[config.mk]
export PLATFORM = sky130hd
export DESIGN_NAME = tab_stop_column_finder
export DESIGN_NICKNAME = d
export VERILOG_FILES = /design/src/rtl/core/tsc_pkg.sv /design/src/rtl/core/tab_stop_column_finder.sv /design/src/rtl/core/tsc_divider.sv /design/src/rtl/core/tsc_seq.sv
export SDC_FILE = /design/constraint.sdc
export NUM_CORES = 2
export LEC_CHECK = 0
export ABC_AREA = 1
export BUFFER_PORTS_ARGS = -buffer_cell sky130_fd_sc_hd__buf_2
export CAP_MARGIN = 20
export CORE_UTILIZATION = 35
export CTS_BUF_LIST = sky130_fd_sc_hd__clkbuf_4 sky130_fd_sc_hd__clkbuf_8
export CTS_CLUSTER_DIAMETER = 200
export DETAILED_ROUTE_END_ITERATION = 7
export GPL_ROUTABILITY_DRIVEN = 0
export GPL_TIMING_DRIVEN = 1
export HOLD_SLACK_MARGIN = 0.06
export PLACE_DENSITY_LB_ADDON = 0.25
export SKIP_CTS_REPAIR_TIMING = 1
export SLEW_MARGIN = 10
export SYNTH_ARGS = -nofsm -noshare
export SYNTH_HDL_FRONTEND = slang
export SYNTH_SLANG_ARGS = --single-unit
[constraint.sdc]
create_clock -name clk -period 11.56 [get_ports clk]
set_clock_uncertainty 0.05 [all_clocks]
set_input_delay 0.578 -clock clk [delete_from_list [all_inputs] [get_ports clk]]
set_output_delay 0.578 -clock clk [all_outputs]
set_load 0.1 [all_outputs]
[src/rtl/core/tsc_pkg.sv]
// ----------------------------------------------------------------------------
// tsc_pkg
// Shared types and constants of the tab-stop column finder: column and
// table widths, configuration register indexes and the register bundle.
// ----------------------------------------------------------------------------
`default_nettype none

package tsc_pkg;

  // Table depth and column width
  localparam int unsigned MAX_STOPS   = 64;
  localparam int unsigned COLUMN_BITS = 16;
  localparam int unsigned IDX_BITS    = (MAX_STOPS > 1) ? $clog2(MAX_STOPS) : 1;
  localparam int unsigned CNT_BITS    = $clog2(MAX_STOPS + 1);
  localparam int unsigned STEP_BITS   = $clog2(COLUMN_BITS);

  // Configuration registers are 16 bits wide
  localparam int unsigned REG_BITS      = 16;
  localparam int unsigned CFG_IDX_BITS  = 2;

  typedef logic [COLUMN_BITS-1:0]  col_t;
  typedef logic [COLUMN_BITS:0]    sum_t;
  typedef logic [IDX_BITS-1:0]     idx_t;
  typedef logic [CNT_BITS-1:0]     cnt_t;
  typedef logic [STEP_BITS-1:0]    step_t;
  typedef logic [REG_BITS-1:0]     reg_t;
  typedef logic [CFG_IDX_BITS-1:0] cfg_idx_t;

  // Register indexes on the configuration port
  localparam cfg_idx_t REG_UNIFORM   = cfg_idx_t'(0);
  localparam cfg_idx_t REG_EXTEND    = cfg_idx_t'(1);
  localparam cfg_idx_t REG_INCREMENT = cfg_idx_t'(2);

  localparam reg_t UNIFORM_RESET = reg_t'(8);

  // Input action codes
  localparam logic ACT_ADD   = 1'b0;
  localparam logic ACT_QUERY = 1'b1;

  localparam cnt_t CNT_FULL = cnt_t'(MAX_STOPS);

  // Register bundle handed to the sequencer
  typedef struct packed {
    reg_t uniform_size;
    reg_t extend_width;
    reg_t increment_step;
  } cfg_t;

endpackage

`default_nettype wire

[src/rtl/core/tab_stop_column_finder.sv]
// ----------------------------------------------------------------------------
// tab_stop_column_finder
// Tab-stop engine: appends explicit stop columns and answers, for a current
// column, the column of the next tab stop.
//
//   channel  direction  handshake            payload
//   cfg      in         cfg_valid/cfg_ready  cfg_index, cfg_data
//   in       in         in_valid/in_ready    action, column_value, line_start
//   out      out        out_valid/out_ready  next_column, past_last_stop,
//                                            column_overflow, table_full
//
// An add goes straight to the output register. A uniform-size query runs the
// bit-serial remainder unit. A table query reads and compares one entry at a
// time from the search index, then answers a hit or a past-last directly, or
// runs the remainder unit with an extend size or with an increment.
// One item is in work at a time; a held result stalls only the next result.
// Reset clears counters and registers, not the stop table; cfg_ready stays high.
// ----------------------------------------------------------------------------
`default_nettype none

module tab_stop_column_finder (
  input  wire logic                 clk,
  input  wire logic                 rst,
  // configuration
  input  wire logic                 cfg_valid,
  output logic                      cfg_ready,
  input  wire tsc_pkg::cfg_idx_t    cfg_index,
  input  wire tsc_pkg::reg_t        cfg_data,
  // input items
  input  wire logic                 in_valid,
  output logic                      in_ready,
  input  wire logic                 action,
  input  wire tsc_pkg::col_t        column_value,
  input  wire logic                 line_start,
  // result items
  output logic                      out_valid,
  input  wire logic                 out_ready,
  output tsc_pkg::col_t             next_column,
  output logic                      past_last_stop,
  output logic                      column_overflow,
  output logic                      table_full
);

  tsc_pkg::cfg_t  cfg;
  logic           div_start;
  tsc_pkg::col_t  div_dividend;
  tsc_pkg::col_t  div_divisor;
  logic           div_busy;
  logic           div_done;
  tsc_pkg::col_t  div_remainder;

  assign cfg_ready = 1'b1;

  // Configuration registers; unknown indexes are dropped
  always_ff @(posedge clk) begin
    if (rst) begin
      cfg.uniform_size   <= tsc_pkg::UNIFORM_RESET;
      cfg.extend_width   <= '0;
      cfg.increment_step <= '0;
    end else if (cfg_valid && cfg_ready) begin
      case (cfg_index)
        tsc_pkg::REG_UNIFORM:   cfg.uniform_size   <= cfg_data;
        tsc_pkg::REG_EXTEND:    cfg.extend_width   <= cfg_data;
        tsc_pkg::REG_INCREMENT: cfg.increment_step <= cfg_data;
        default: begin
        end
      endcase
    end
  end

  tsc_divider u_divider (
    .clk       (clk),
    .rst       (rst),
    .start     (div_start),
    .dividend  (div_dividend),
    .divisor   (div_divisor),
    .busy      (div_busy),
    .done      (div_done),
    .remainder (div_remainder)
  );

  tsc_seq u_seq (
    .clk             (clk),
    .rst             (rst),
    .cfg             (cfg),
    .in_valid        (in_valid),
    .in_ready        (in_ready),
    .action          (action),
    .column_value    (column_value),
    .line_start      (line_start),
    .out_valid       (out_valid),
    .out_ready       (out_ready),
    .next_column     (next_column),
    .past_last_stop  (past_last_stop),
    .column_overflow (column_overflow),
    .table_full      (table_full),
    .div_start       (div_start),
    .div_dividend    (div_dividend),
    .div_divisor     (div_divisor),
    .div_done        (div_done),
    .div_remainder   (div_remainder)
  );

  a_div_idle_when_ready: assert property (@(posedge clk) disable iff (rst)
    in_ready |-> !div_busy)
    else $error("remainder unit busy while taking a new item");

  a_div_done_not_ready: assert property (@(posedge clk) disable iff (rst)
    div_done |-> !in_ready)
    else $error("remainder finished with no query in work");

  a_start_not_ready: assert property (@(posedge clk) disable iff (rst)
    div_start |-> !in_ready)
    else $error("remainder unit started with no query in work");

endmodule

`default_nettype wire

[src/rtl/core/tsc_divider.sv]
// ----------------------------------------------------------------------------
// tsc_divider
// Restoring remainder unit: one quotient bit per cycle. Holds the remainder
// after done until the next start.
// ----------------------------------------------------------------------------
`default_nettype none

module tsc_divider (
  input  wire logic              clk,
  input  wire logic              rst,
  input  wire logic              start,
  input  wire tsc_pkg::col_t     dividend,
  input  wire tsc_pkg::col_t     divisor,
  output logic                   busy,
  output logic                   done,
  output tsc_pkg::col_t          remainder
);

  tsc_pkg::step_t       step;
  tsc_pkg::col_t        quot;
  tsc_pkg::col_t        dvsr;
  tsc_pkg::sum_t        trial;
  tsc_pkg::sum_t        diff;

  // Shift in the next dividend bit and try one subtract
  always_comb begin
    trial = {remainder, quot[tsc_pkg::COLUMN_BITS-1]};
    diff  = trial - {1'b0, dvsr};
  end

  // Control
  always_ff @(posedge clk) begin
    if (rst) begin
      busy <= 1'b0;
      done <= 1'b0;
      step <= '0;
    end else begin
      done <= 1'b0;
      if (start) begin
        busy <= 1'b1;
        step <= tsc_pkg::step_t'(tsc_pkg::COLUMN_BITS - 1);
      end else if (busy) begin
        if (step == '0) begin
          busy <= 1'b0;
          done <= 1'b1;
        end else begin
          step <= step - tsc_pkg::step_t'(1);
        end
      end
    end
  end

  // Datapath
  always_ff @(posedge clk) begin
    if (start) begin
      quot      <= dividend;
      dvsr      <= divisor;
      remainder <= '0;
    end else if (busy) begin
      quot <= {quot[tsc_pkg::COLUMN_BITS-2:0], 1'b0};
      if (!diff[tsc_pkg::COLUMN_BITS]) begin
        remainder <= diff[tsc_pkg::COLUMN_BITS-1:0];
      end else begin
        remainder <= trial[tsc_pkg::COLUMN_BITS-1:0];
      end
    end
  end

  a_rem_below_divisor: assert property (@(posedge clk) disable iff (rst)
    done |-> (remainder < dvsr))
    else $error("remainder not below divisor");

  a_no_start_when_busy: assert property (@(posedge clk) disable iff (rst)
    start |-> !busy)
    else $error("divider started while busy");

  a_done_one_cycle: assert property (@(posedge clk) disable iff (rst)
    done |=> !done)
    else $error("done held for more than one cycle");

endmodule

`default_nettype wire

[src/rtl/core/tsc_seq.sv]
// ----------------------------------------------------------------------------
// tsc_seq
// Sequencer of the tab-stop finder: holds the stop table, walks it one
// entry at a time through a read and a compare state, drives the shared
// remainder unit and the output register.
// ----------------------------------------------------------------------------
`default_nettype none

module tsc_seq (
  input  wire logic              clk,
  input  wire logic              rst,
  input  wire tsc_pkg::cfg_t     cfg,
  // input channel
  input  wire logic              in_valid,
  output logic                   in_ready,
  input  wire logic              action,
  input  wire tsc_pkg::col_t     column_value,
  input  wire logic              line_start,
  // output channel
  output logic                   out_valid,
  input  wire logic              out_ready,
  output tsc_pkg::col_t          next_column,
  output logic                   past_last_stop,
  output logic                   column_overflow,
  output logic                   table_full,
  // remainder unit
  output logic                   div_start,
  output tsc_pkg::col_t          div_dividend,
  output tsc_pkg::col_t          div_divisor,
  input  wire logic              div_done,
  input  wire tsc_pkg::col_t     div_remainder
);

  typedef enum logic [3:0] {
    S_IDLE, S_WALK_RD, S_WALK_CMP, S_LAST_RD, S_LAST_CMP, S_DIV_START, S_DIV,
    S_FINISH, S_EMIT
  } state_t;

  typedef enum logic [2:0] {
    M_UNIFORM, M_EXTEND, M_INC_FWD, M_INC_BACK, M_PAST
  } mode_t;

  state_t         state;
  mode_t          mode;
  tsc_pkg::cnt_t  stop_count;
  tsc_pkg::cnt_t  search_index;
  tsc_pkg::col_t  col;
  tsc_pkg::col_t  res_col;
  logic           res_past;
  logic           res_ovf;
  logic           res_full;

  tsc_pkg::col_t  stop_table [tsc_pkg::MAX_STOPS];
  tsc_pkg::col_t  rd_data;
  tsc_pkg::idx_t  rd_addr;
  logic           wr_en;

  logic           accept;
  logic           add_full;
  tsc_pkg::col_t  last_stop;
  tsc_pkg::col_t  delta;
  tsc_pkg::col_t  size_sel;
  tsc_pkg::sum_t  sum;

  assign in_ready  = (state == S_IDLE);
  assign accept    = in_valid && in_ready;
  assign add_full  = (stop_count >= tsc_pkg::CNT_FULL);
  assign wr_en     = accept && (action == tsc_pkg::ACT_ADD) && !add_full;
  assign div_start = (state == S_DIV_START);

  // Read the last stop for the increment case, otherwise the walk entry
  always_comb begin
    if (state == S_LAST_RD) begin
      rd_addr = tsc_pkg::IDX_BITS'(stop_count - tsc_pkg::cnt_t'(1));
    end else begin
      rd_addr = search_index[tsc_pkg::IDX_BITS-1:0];
    end
  end

  // Stop table: one write port, one registered read port
  always_ff @(posedge clk) begin
    if (wr_en) begin
      stop_table[stop_count[tsc_pkg::IDX_BITS-1:0]] <= column_value;
    end
    rd_data <= stop_table[rd_addr];
  end

  // An empty table counts increments from column zero
  assign last_stop = (stop_count != '0) ? rd_data : '0;

  // Distance to the next stop once the remainder is known
  always_comb begin
    case (mode)
      M_UNIFORM:  size_sel = cfg.uniform_size;
      M_EXTEND:   size_sel = cfg.extend_width;
      default:    size_sel = cfg.increment_step;
    endcase
    case (mode)
      M_UNIFORM, M_EXTEND, M_INC_FWD: delta = size_sel - div_remainder;
      M_INC_BACK: delta = (div_remainder == '0) ? size_sel : div_remainder;
      default:    delta = tsc_pkg::col_t'(1);
    endcase
    sum = {1'b0, col} + {1'b0, delta};
  end

  // Sequencer and output register
  always_ff @(posedge clk) begin
    if (rst) begin
      state        <= S_IDLE;
      stop_count   <= '0;
      search_index <= '0;
      out_valid    <= 1'b0;
    end else begin
      if (out_valid && out_ready && (state != S_EMIT)) begin
        out_valid <= 1'b0;
      end
      case (state)
        S_IDLE: begin
          if (accept) begin
            col <= column_value;
            if (action == tsc_pkg::ACT_ADD) begin
              res_col  <= '0;
              res_past <= 1'b0;
              res_ovf  <= 1'b0;
              res_full <= add_full;
              if (!add_full) begin
                stop_count <= stop_count + tsc_pkg::cnt_t'(1);
              end
              state <= S_EMIT;
            end else begin
              if (line_start) begin
                search_index <= '0;
              end
              if (cfg.uniform_size != '0) begin
                div_dividend <= column_value;
                div_divisor  <= cfg.uniform_size;
                mode         <= M_UNIFORM;
                state        <= S_DIV_START;
              end else begin
                state <= S_WALK_RD;
              end
            end
          end
        end
        S_WALK_RD: begin
          if (search_index < stop_count) begin
            state <= S_WALK_CMP;
          end else if (cfg.extend_width != '0) begin
            div_dividend <= col;
            div_divisor  <= cfg.extend_width;
            mode         <= M_EXTEND;
            state        <= S_DIV_START;
          end else if (cfg.increment_step != '0) begin
            state <= S_LAST_RD;
          end else begin
            mode  <= M_PAST;
            state <= S_FINISH;
          end
        end
        S_WALK_CMP: begin
          if (col < rd_data) begin
            res_col  <= rd_data;
            res_past <= 1'b0;
            res_ovf  <= 1'b0;
            res_full <= 1'b0;
            state    <= S_EMIT;
          end else begin
            search_index <= search_index + tsc_pkg::cnt_t'(1);
            state        <= S_WALK_RD;
          end
        end
        S_LAST_RD: begin
          state <= S_LAST_CMP;
        end
        S_LAST_CMP: begin
          div_divisor <= cfg.increment_step;
          if (col >= last_stop) begin
            div_dividend <= col - last_stop;
            mode         <= M_INC_FWD;
          end else begin
            div_dividend <= last_stop - col;
            mode         <= M_INC_BACK;
          end
          state <= S_DIV_START;
        end
        S_DIV_START: begin
          state <= S_DIV;
        end
        S_DIV: begin
          if (div_done) begin
            state <= S_FINISH;
          end
        end
        S_FINISH: begin
          res_ovf  <= sum[tsc_pkg::COLUMN_BITS];
          res_col  <= sum[tsc_pkg::COLUMN_BITS] ? '1 : sum[tsc_pkg::COLUMN_BITS-1:0];
          res_past <= (mode == M_PAST);
          res_full <= 1'b0;
          state    <= S_EMIT;
        end
        S_EMIT: begin
          if (!out_valid || out_ready) begin
            out_valid       <= 1'b1;
            next_column     <= res_col;
            past_last_stop  <= res_past;
            column_overflow <= res_ovf;
            table_full      <= res_full;
            state           <= S_IDLE;
          end
        end
        default: begin
          state <= S_IDLE;
        end
      endcase
    end
  end

  a_count_bounded: assert property (@(posedge clk) disable iff (rst)
    stop_count <= tsc_pkg::CNT_FULL)
    else $error("stop count beyond table depth");

  a_index_within_count: assert property (@(posedge clk) disable iff (rst)
    search_index <= stop_count)
    else $error("search index beyond stop count");

  a_add_grows_table: assert property (@(posedge clk) disable iff (rst)
    wr_en |=> (stop_count == $past(stop_count) + tsc_pkg::cnt_t'(1)))
    else $error("accepted add did not grow the table");

  a_divisor_nonzero: assert property (@(posedge clk) disable iff (rst)
    div_start |-> (div_divisor != '0))
    else $error("remainder unit started with zero divisor");

endmodule

`default_nettype wire

* After elaboration in Yosys (flattened, before gate mapping)
Memories as Yosys holds them, arrays and structs flattened. A register that Yosys moved wholly into a read port is not among the register bits.
Cells that the tools add are included.
** Word-level totals
- Bits in writable memories :: 1024
- Input port bits :: 41
- Output and inout port bits :: 22
- Memories :: 1
- Register bits :: 210
** Cells by class
- Eq/ne operators :: 28
- Add/sub/neg operators :: 9
- Muxes and demuxes :: 69
- Bitwise operators :: 4
- Order comparisons :: 4
- Reduce and logical (&&, ||, !) cells :: 35
** Memories
- u_seq.stop_table :: words 64, width 16, read ports 1, clocked after Yosys merged registers in 1, wr ports 1, line tsc_seq.sv:53 : tsc_pkg::col_t stop_table [tsc_pkg::MAX_STOPS];
** Operator list (number)
- 16-bit two-way mux :: 20
- 16-bit one-hot mux with 3 select lines :: 3
- 16-bit one-hot mux with 2 select lines :: 2
- 16-bit nonzero test :: 3
- 16-bit subtractor :: 3
- 4-bit two-way mux :: 10
- 4-bit one-hot mux with 9 select lines :: 1
- 7-bit two-way mux :: 4
- 3-bit two-way mux :: 8
- 2-bit inequality test (second input constant) :: 9
- 16-bit by 16-bit adder with 17-bit output :: 1
- 17-bit by 16-bit subtractor with 17-bit output :: 1
- 4-bit by 3-bit == test with 1-bit output (second input constant) :: 4
- 16-bit greater-or-equal comparator :: 1
- 16-bit zero test :: 1
- 16-bit less-than comparator :: 1
- 1-bit two-way mux :: 15
- 7-bit by 1-bit adder with 7-bit output (second input constant) :: 2
- 7-bit one-hot mux with 2 select lines :: 1
- 7-bit AND reduction :: 2
- 5-bit AND reduction :: 2
- 1-bit one-hot mux with 3 select lines :: 3
- 3-bit one-hot mux with 3 select lines :: 1
- 3-bit AND reduction :: 3
- other kinds (29) :: 48

* Logic depth before layout (Yosys ltp)
- Depth in word-level cells :: 7
- Mapped depth :: 27

* Modules after synthesis
A second synthesis with hierarchy kept.
** Second synthesis, totals
- Cells, all modules :: 6475
- Area total of the unflattened synthesis :: 60043.8 um^2
** Modules (own cells, without submodules)
- tsc_seq :: cells each 5692, sequential area each 34122.7 um^2, instances 1, area an instance 54687.4 um^2
- tsc_divider :: cells each 470, sequential area each 1401.3 um^2, instances 1, area an instance 3310.7 um^2
- tab_stop_column_finder :: cells each 313, sequential area each 960.9 um^2, instances 1, area an instance 2045.7 um^2

* Worst setup path after synthesis
Ideal clock, no wire load.
- Path type :: register to register
- From :: register u_seq.mode[0]
- To :: register u_seq.res_col[13] (data pin)
- Library setup time :: 0.254 ns
- Arrival :: 3.770 ns
- Clock period less this slack :: 4.074 ns
- Path slack :: 7.486 ns
- Cell stages (with the launch flop) :: 24
- Buffers on the path :: 2
- Path through :: edfxtp_1 nand3b_1 clkbuf_1 clkbuf_1 o221ai_1 ha_1 nand3_1 nand3_1 a21oi_1 o21ai_0 inv_1 o21ai_0 nand2_1 nand3_1 nand2_1 ha_1 a21oi_1 o21ai_0 a21oi_1 nand2_1 nand2_2 inv_1 nor2_1 nand2_1
** Between the ends
- Word-level cells in the longest chain between the ends :: 7
- Elaborated cells on any way between the ends :: 12
- Those cells by class :: add/sub (2); eq/ne (3); mux (5); reduce/logical (2)
** RTL lines
- start, declared :: line tsc_seq.sv:44 : mode_t mode;
- start signal, assigned :: line tsc_seq.sv:137 : mode <= M_UNIFORM;
- start signal, assigned :: line tsc_seq.sv:151 : mode <= M_EXTEND;
- start signal, assigned :: line tsc_seq.sv:156 : mode <= M_PAST;
- 3-bit by 1-bit == test with 1-bit output or 3-bit zero test (tied branches) :: line tsc_seq.sv:93, tsc_seq.sv:98
- 16-bit one-hot mux with 2 select lines :: line tsc_seq.sv:93 : case (mode)
- 16-bit subtractor or 16-bit two-way mux (tied branches) :: line tsc_seq.sv:99, tsc_seq.sv:100
- 16-bit one-hot mux with 2 select lines (*) :: line tsc_seq.sv:98 : case (mode)
- 16-bit by 16-bit adder with 17-bit output (*) :: line tsc_seq.sv:103 : sum = {1'b0, col} + {1'b0, delta};
- 16-bit two-way mux (*) :: line tsc_seq.sv:196 : res_col <= sum[tsc_pkg::COLUMN_BITS] ? '1 : sum[tsc_pkg::COLUMN_BITS-1:0];
- 16-bit one-hot mux with 3 select lines (*) :: line tsc_seq.sv:117 : case (state)
- end signal, assigned :: line tsc_seq.sv:162 : res_col <= rd_data;
- end signal, assigned :: line tsc_seq.sv:196
- end, declared :: line tsc_seq.sv:48 : tsc_pkg::col_t res_col;
Mark *: on every way between the ends. The rest lies on a longest branch, timed or not.
A chain may end at the register's enable or synchronous reset.

* Final worst setup path
- From :: register u_seq.mode[1]
- To :: register u_seq.res_col[13] (data pin)
Same word-level chain as after synthesis.

==> impl_metrics.ini <==
[sta]
final-hold-violation-count = 0
layout_min_cycle_time_ns = 5.145
finalCritPeriodShare = 0.4451
slew_headroom = 0.2666
setup_viol = 0
worstMarginPinSlew_ns = 1.099
layout_setup_ws_ns = 6.415
tns_ns = 0
drv_slew = 0
rsz0062_at_grt = false
timing.fmax_ghz = 0.1944

[routing]
vias = 42910
drtPass1Iterations = 5
drtIter0Drc = 3843
avgRoutedWirePerCell_um = 19.55
drcViolationCount = 0
ant_nets = 0
wl_mm = 170.2
vias_per_cell = 4.928

[logic_synthesis]
synth_ff_type = edfxtp_1
synth_simple_gate_area_frac = 0.2128
synth-compound-area-share = 0.03748
avgSynthCellArea_um2 = 9.500
yosysTopAreaCell = edfxtp_1
muxShareOfSynthArea = 0
synth_fa_ha_area_frac = 0.02370
yosysSeqAreaShare = 0.6171
synth_cell_types = 48
syn_inst = 6224
synth_most_common_cell = nand2_1
ys_ff_latch = 1250
synth_edf_count = 1145
synthesis.area_um2 = 59130
async_reset_ff_frac = 0
synth_area_leaders = edfxtp_1 (58%), nand3_1 (10%), nand2_1 (9.1%)
synth_top_area_frac = 0.5815
synth_warnings = 0
synth_common_cells = nand2_1 (1436), inv_1 (1233), nand3_1 (1200)
synth_top_family_by_area = simple AND/OR/NAND/NOR gates
synth_xor_area_frac = 0.007258
syn-num-nets = 6374

[power]
ir_worst_vdd_uv = 107.4
pwr-share-seq = 0.443
p_int_mw = 8.098
power_density_nw_per_um2 = 181.6
comb_power_share = 0.229
cellLeakagePower_nw = 28.38
clock_power_share = 0.328
power_mw = 12.03
swShare = 0.3268
switchingPower_mw = 3.932

[placed_design]
dp_hpwl_mm = 100.2
post_dp_cell_area_um2 = 61850
pre_cts_slack_ns = 6.502
port_buffers = 61

[final_layout]
fill_cells = 16630
fin_area_um2 = 66230
nNetsFinal = 6492
multi_input_comb_area_um2 = 16750
fin_util = 0.3956
seq_area_um2 = 36490
drive_gt1_frac = 0.08488
synthToLayoutAreaGrowth_pct = 12.01

[grt]
track_usage = 0.1976
antenna_found_initial = 2
grt_pass1_vias = 40550
overflow = 0
grt_pass1_wl_mm = 254.7
grt_max_degree = 177

[worst_setup_path]
critical_path_class = reg -> reg
arrival_ns = 5.77
r2r_setup_slack_ns = 6.41
required_ns = 12.19
critPathSlowestCell = nand3b_1
crit_path_frequent_cell = nand2_1
cp_slowest_stage_delay_ns = 0.80
r2r_cells = 20
cp_cell_sequence = nand3b_1 > o22ai_1 > nor2_1 > ha_1 > fa_1 > o31ai_1 > nand2_1 > nand2_1 > o21ai_0 > ha_1 > nand2_1 > inv_1 > a21oi_1 > o21ai_0 > nand3_1 > nand2_1 > nand2_2 > inv_1 > nor2_1 > nand2_1
start_kind = flip-flop
r2r-start = u_seq.mode[1]$_DFFE_PP_
critPathMaxFanout = 31
regToRegEndpoint = u_seq.res_col[13]$_DFFE_PP_
cp-end-kind = flip-flop

[floorplanning]
dieArea_um2 = 170600
initial_core_util = 0.3532
die_y_um = 413.0
fp.dieW_um = 413.0
fp.coreArea_um2 = 167400
core.rowCount = 150
num_io_pins = 63

[flow_run]
timing.max_cap.violations = 0

[hold_path]
min-delay-start = cfg_index[1]
holdCritPathClass = in -> reg
min_path_cells = 4
hold_end = cfg[6]$_SDFFE_PP0P_

[cts]
tritoncts = yes
path_clk_slew_ns = 0.06
cts_sinks = 1250
htreeDepth = 4
numCtsBuffers = 207
clock_latency_ns = 0.94
clockRootBuffer = clkbuf_8
clockBufferDepth = 3

[status]
status = finished clean
==> metal layers <==
metal / global-route usage / vias up / part of all wire
li1: - / 20640 / -
met1: 0.2785 / 20590 / 0.46
met2: 0.3057 / 1425 / 0.45
met3: 0.03197 / 259 / 0.065
met4: 0.07157 / 0 / 0.031
met5: 0 / - / 0
==> kinds of logic after synthesis <==
kind of cell / Yosys count
AO/OA/AOI/OAI: 389
AND/OR/NAND/NOR: 2902
buffers and inverters: 1524
XOR/XNOR: 49
other: 1
flip-flops: 1250
adder cells (fa/ha/maj): 109
==> worst max-delay path, delay by kind of cell (launching register included) <==
family	cells	cell delay (ns)
flops	1	0.42
compound gates	5	1.53
fa+ha+maj	3	1.02
buf+inv	2	0.14
simple gates	10	1.76
==> state kept, by name (all words and copies together), names as in the netlist, 3 cells and up <==
signal               cells
u_seq.stop_table      1024
cfg                     48
u_divider.dvsr          16
u_divider.quot          16
u_divider.remainder     16
u_seq.col               16
u_seq.div_dividend      16
u_seq.div_divisor       16
u_seq.next_column       16
u_seq.rd_data           16
u_seq.res_col           16
u_seq.search_index       7
u_seq.stop_count         7
u_divider.step           4
u_seq.state              4
u_seq.mode               3
==> worst max-delay path by stage <==
stage	startpoint	end	slack, ns
global placement	u_seq.mode[2]$_DFFE_PP_	u_seq.res_col[11]$_DFFE_PP_	6.54
global route	u_seq.mode[2]$_DFFE_PP_	u_seq.res_col[11]$_DFFE_PP_	5.94
finish	u_seq.mode[1]$_DFFE_PP_	u_seq.res_col[13]$_DFFE_PP_	6.41
CTS	u_seq.mode[1]$_DFFE_PP_	u_seq.res_col[13]$_DFFE_PP_	6.47
detailed placement	u_seq.mode[1]$_DFFE_PP_	u_seq.res_col[13]$_DFFE_PP_	6.50
floorplan	u_seq.mode[0]$_DFFE_PP_	u_seq.res_col[13]$_DFFE_PP_	7.49
==> layout by cell type, fill, tap and decap left out, types with 7 or more instances in the layout <==
cell | netlist | final
o221ai_1 | 33 | 33
clkinv_1 | 3 | 42
clkbuf_8 | 0 | 213
nand4_1 | 21 | 21
nor2_1 | 195 | 182
a21o_1 | 8 | 8
buf_2 | 178 | 57
edfxtp_1 | 1145 | 1145
clkbuf_4 | 0 | 80
ha_1 | 104 | 104
nor4_1 | 7 | 7
nand2_1 | 1436 | 1435
buf_4 | 11 | 108
o21bai_1 | 14 | 14
dfxtp_1 | 105 | 105
nor2_2 | 1 | 14
inv_8 | 0 | 7
inv_1 | 1233 | 1231
nand3_1 | 1200 | 1200
clkinv_2 | 0 | 16
xor2_1 | 39 | 39
o211ai_1 | 15 | 15
xnor2_1 | 10 | 10
nor3_1 | 18 | 16
a21oi_1 | 147 | 146
o21ai_0 | 146 | 145
dlygate4sd3_1 | 0 | 19
==> per-stage QoR <==
stage / cells / hold WS (ns)
after global placement: 8314 / 0.3520
after detailed placement: 8315 / 0.3545
after global routing: 8708 / 0.1574
final: 8708 / 0.1861
after CTS: 8685 / -0.1804
after floorplan: 6224 / 0.3503
==> power by group through the flow <==
stage,sequential [mW],combinational [mW],clock [mW]
floorplan,5.39,1.87,0
global placement,5.42,2.68,0
detailed placement,5.42,2.70,0
CTS,5.33,2.72,4.03
global route,5.34,3.06,4.22
finish,5.33,2.76,3.94
==> cell type report <==
cell class                 count  area share
inverter                    1242     0.07056
timing repair buffer         191     0.02137
clock buffer                 293     0.05333
tap                         2204     0.04164
sequential                  1250      0.5509
clock inverter                77    0.009219
antenna                        1  0.00003778
multi-input combinational   3450      0.2529
Power figures use the tool's default switching activity.
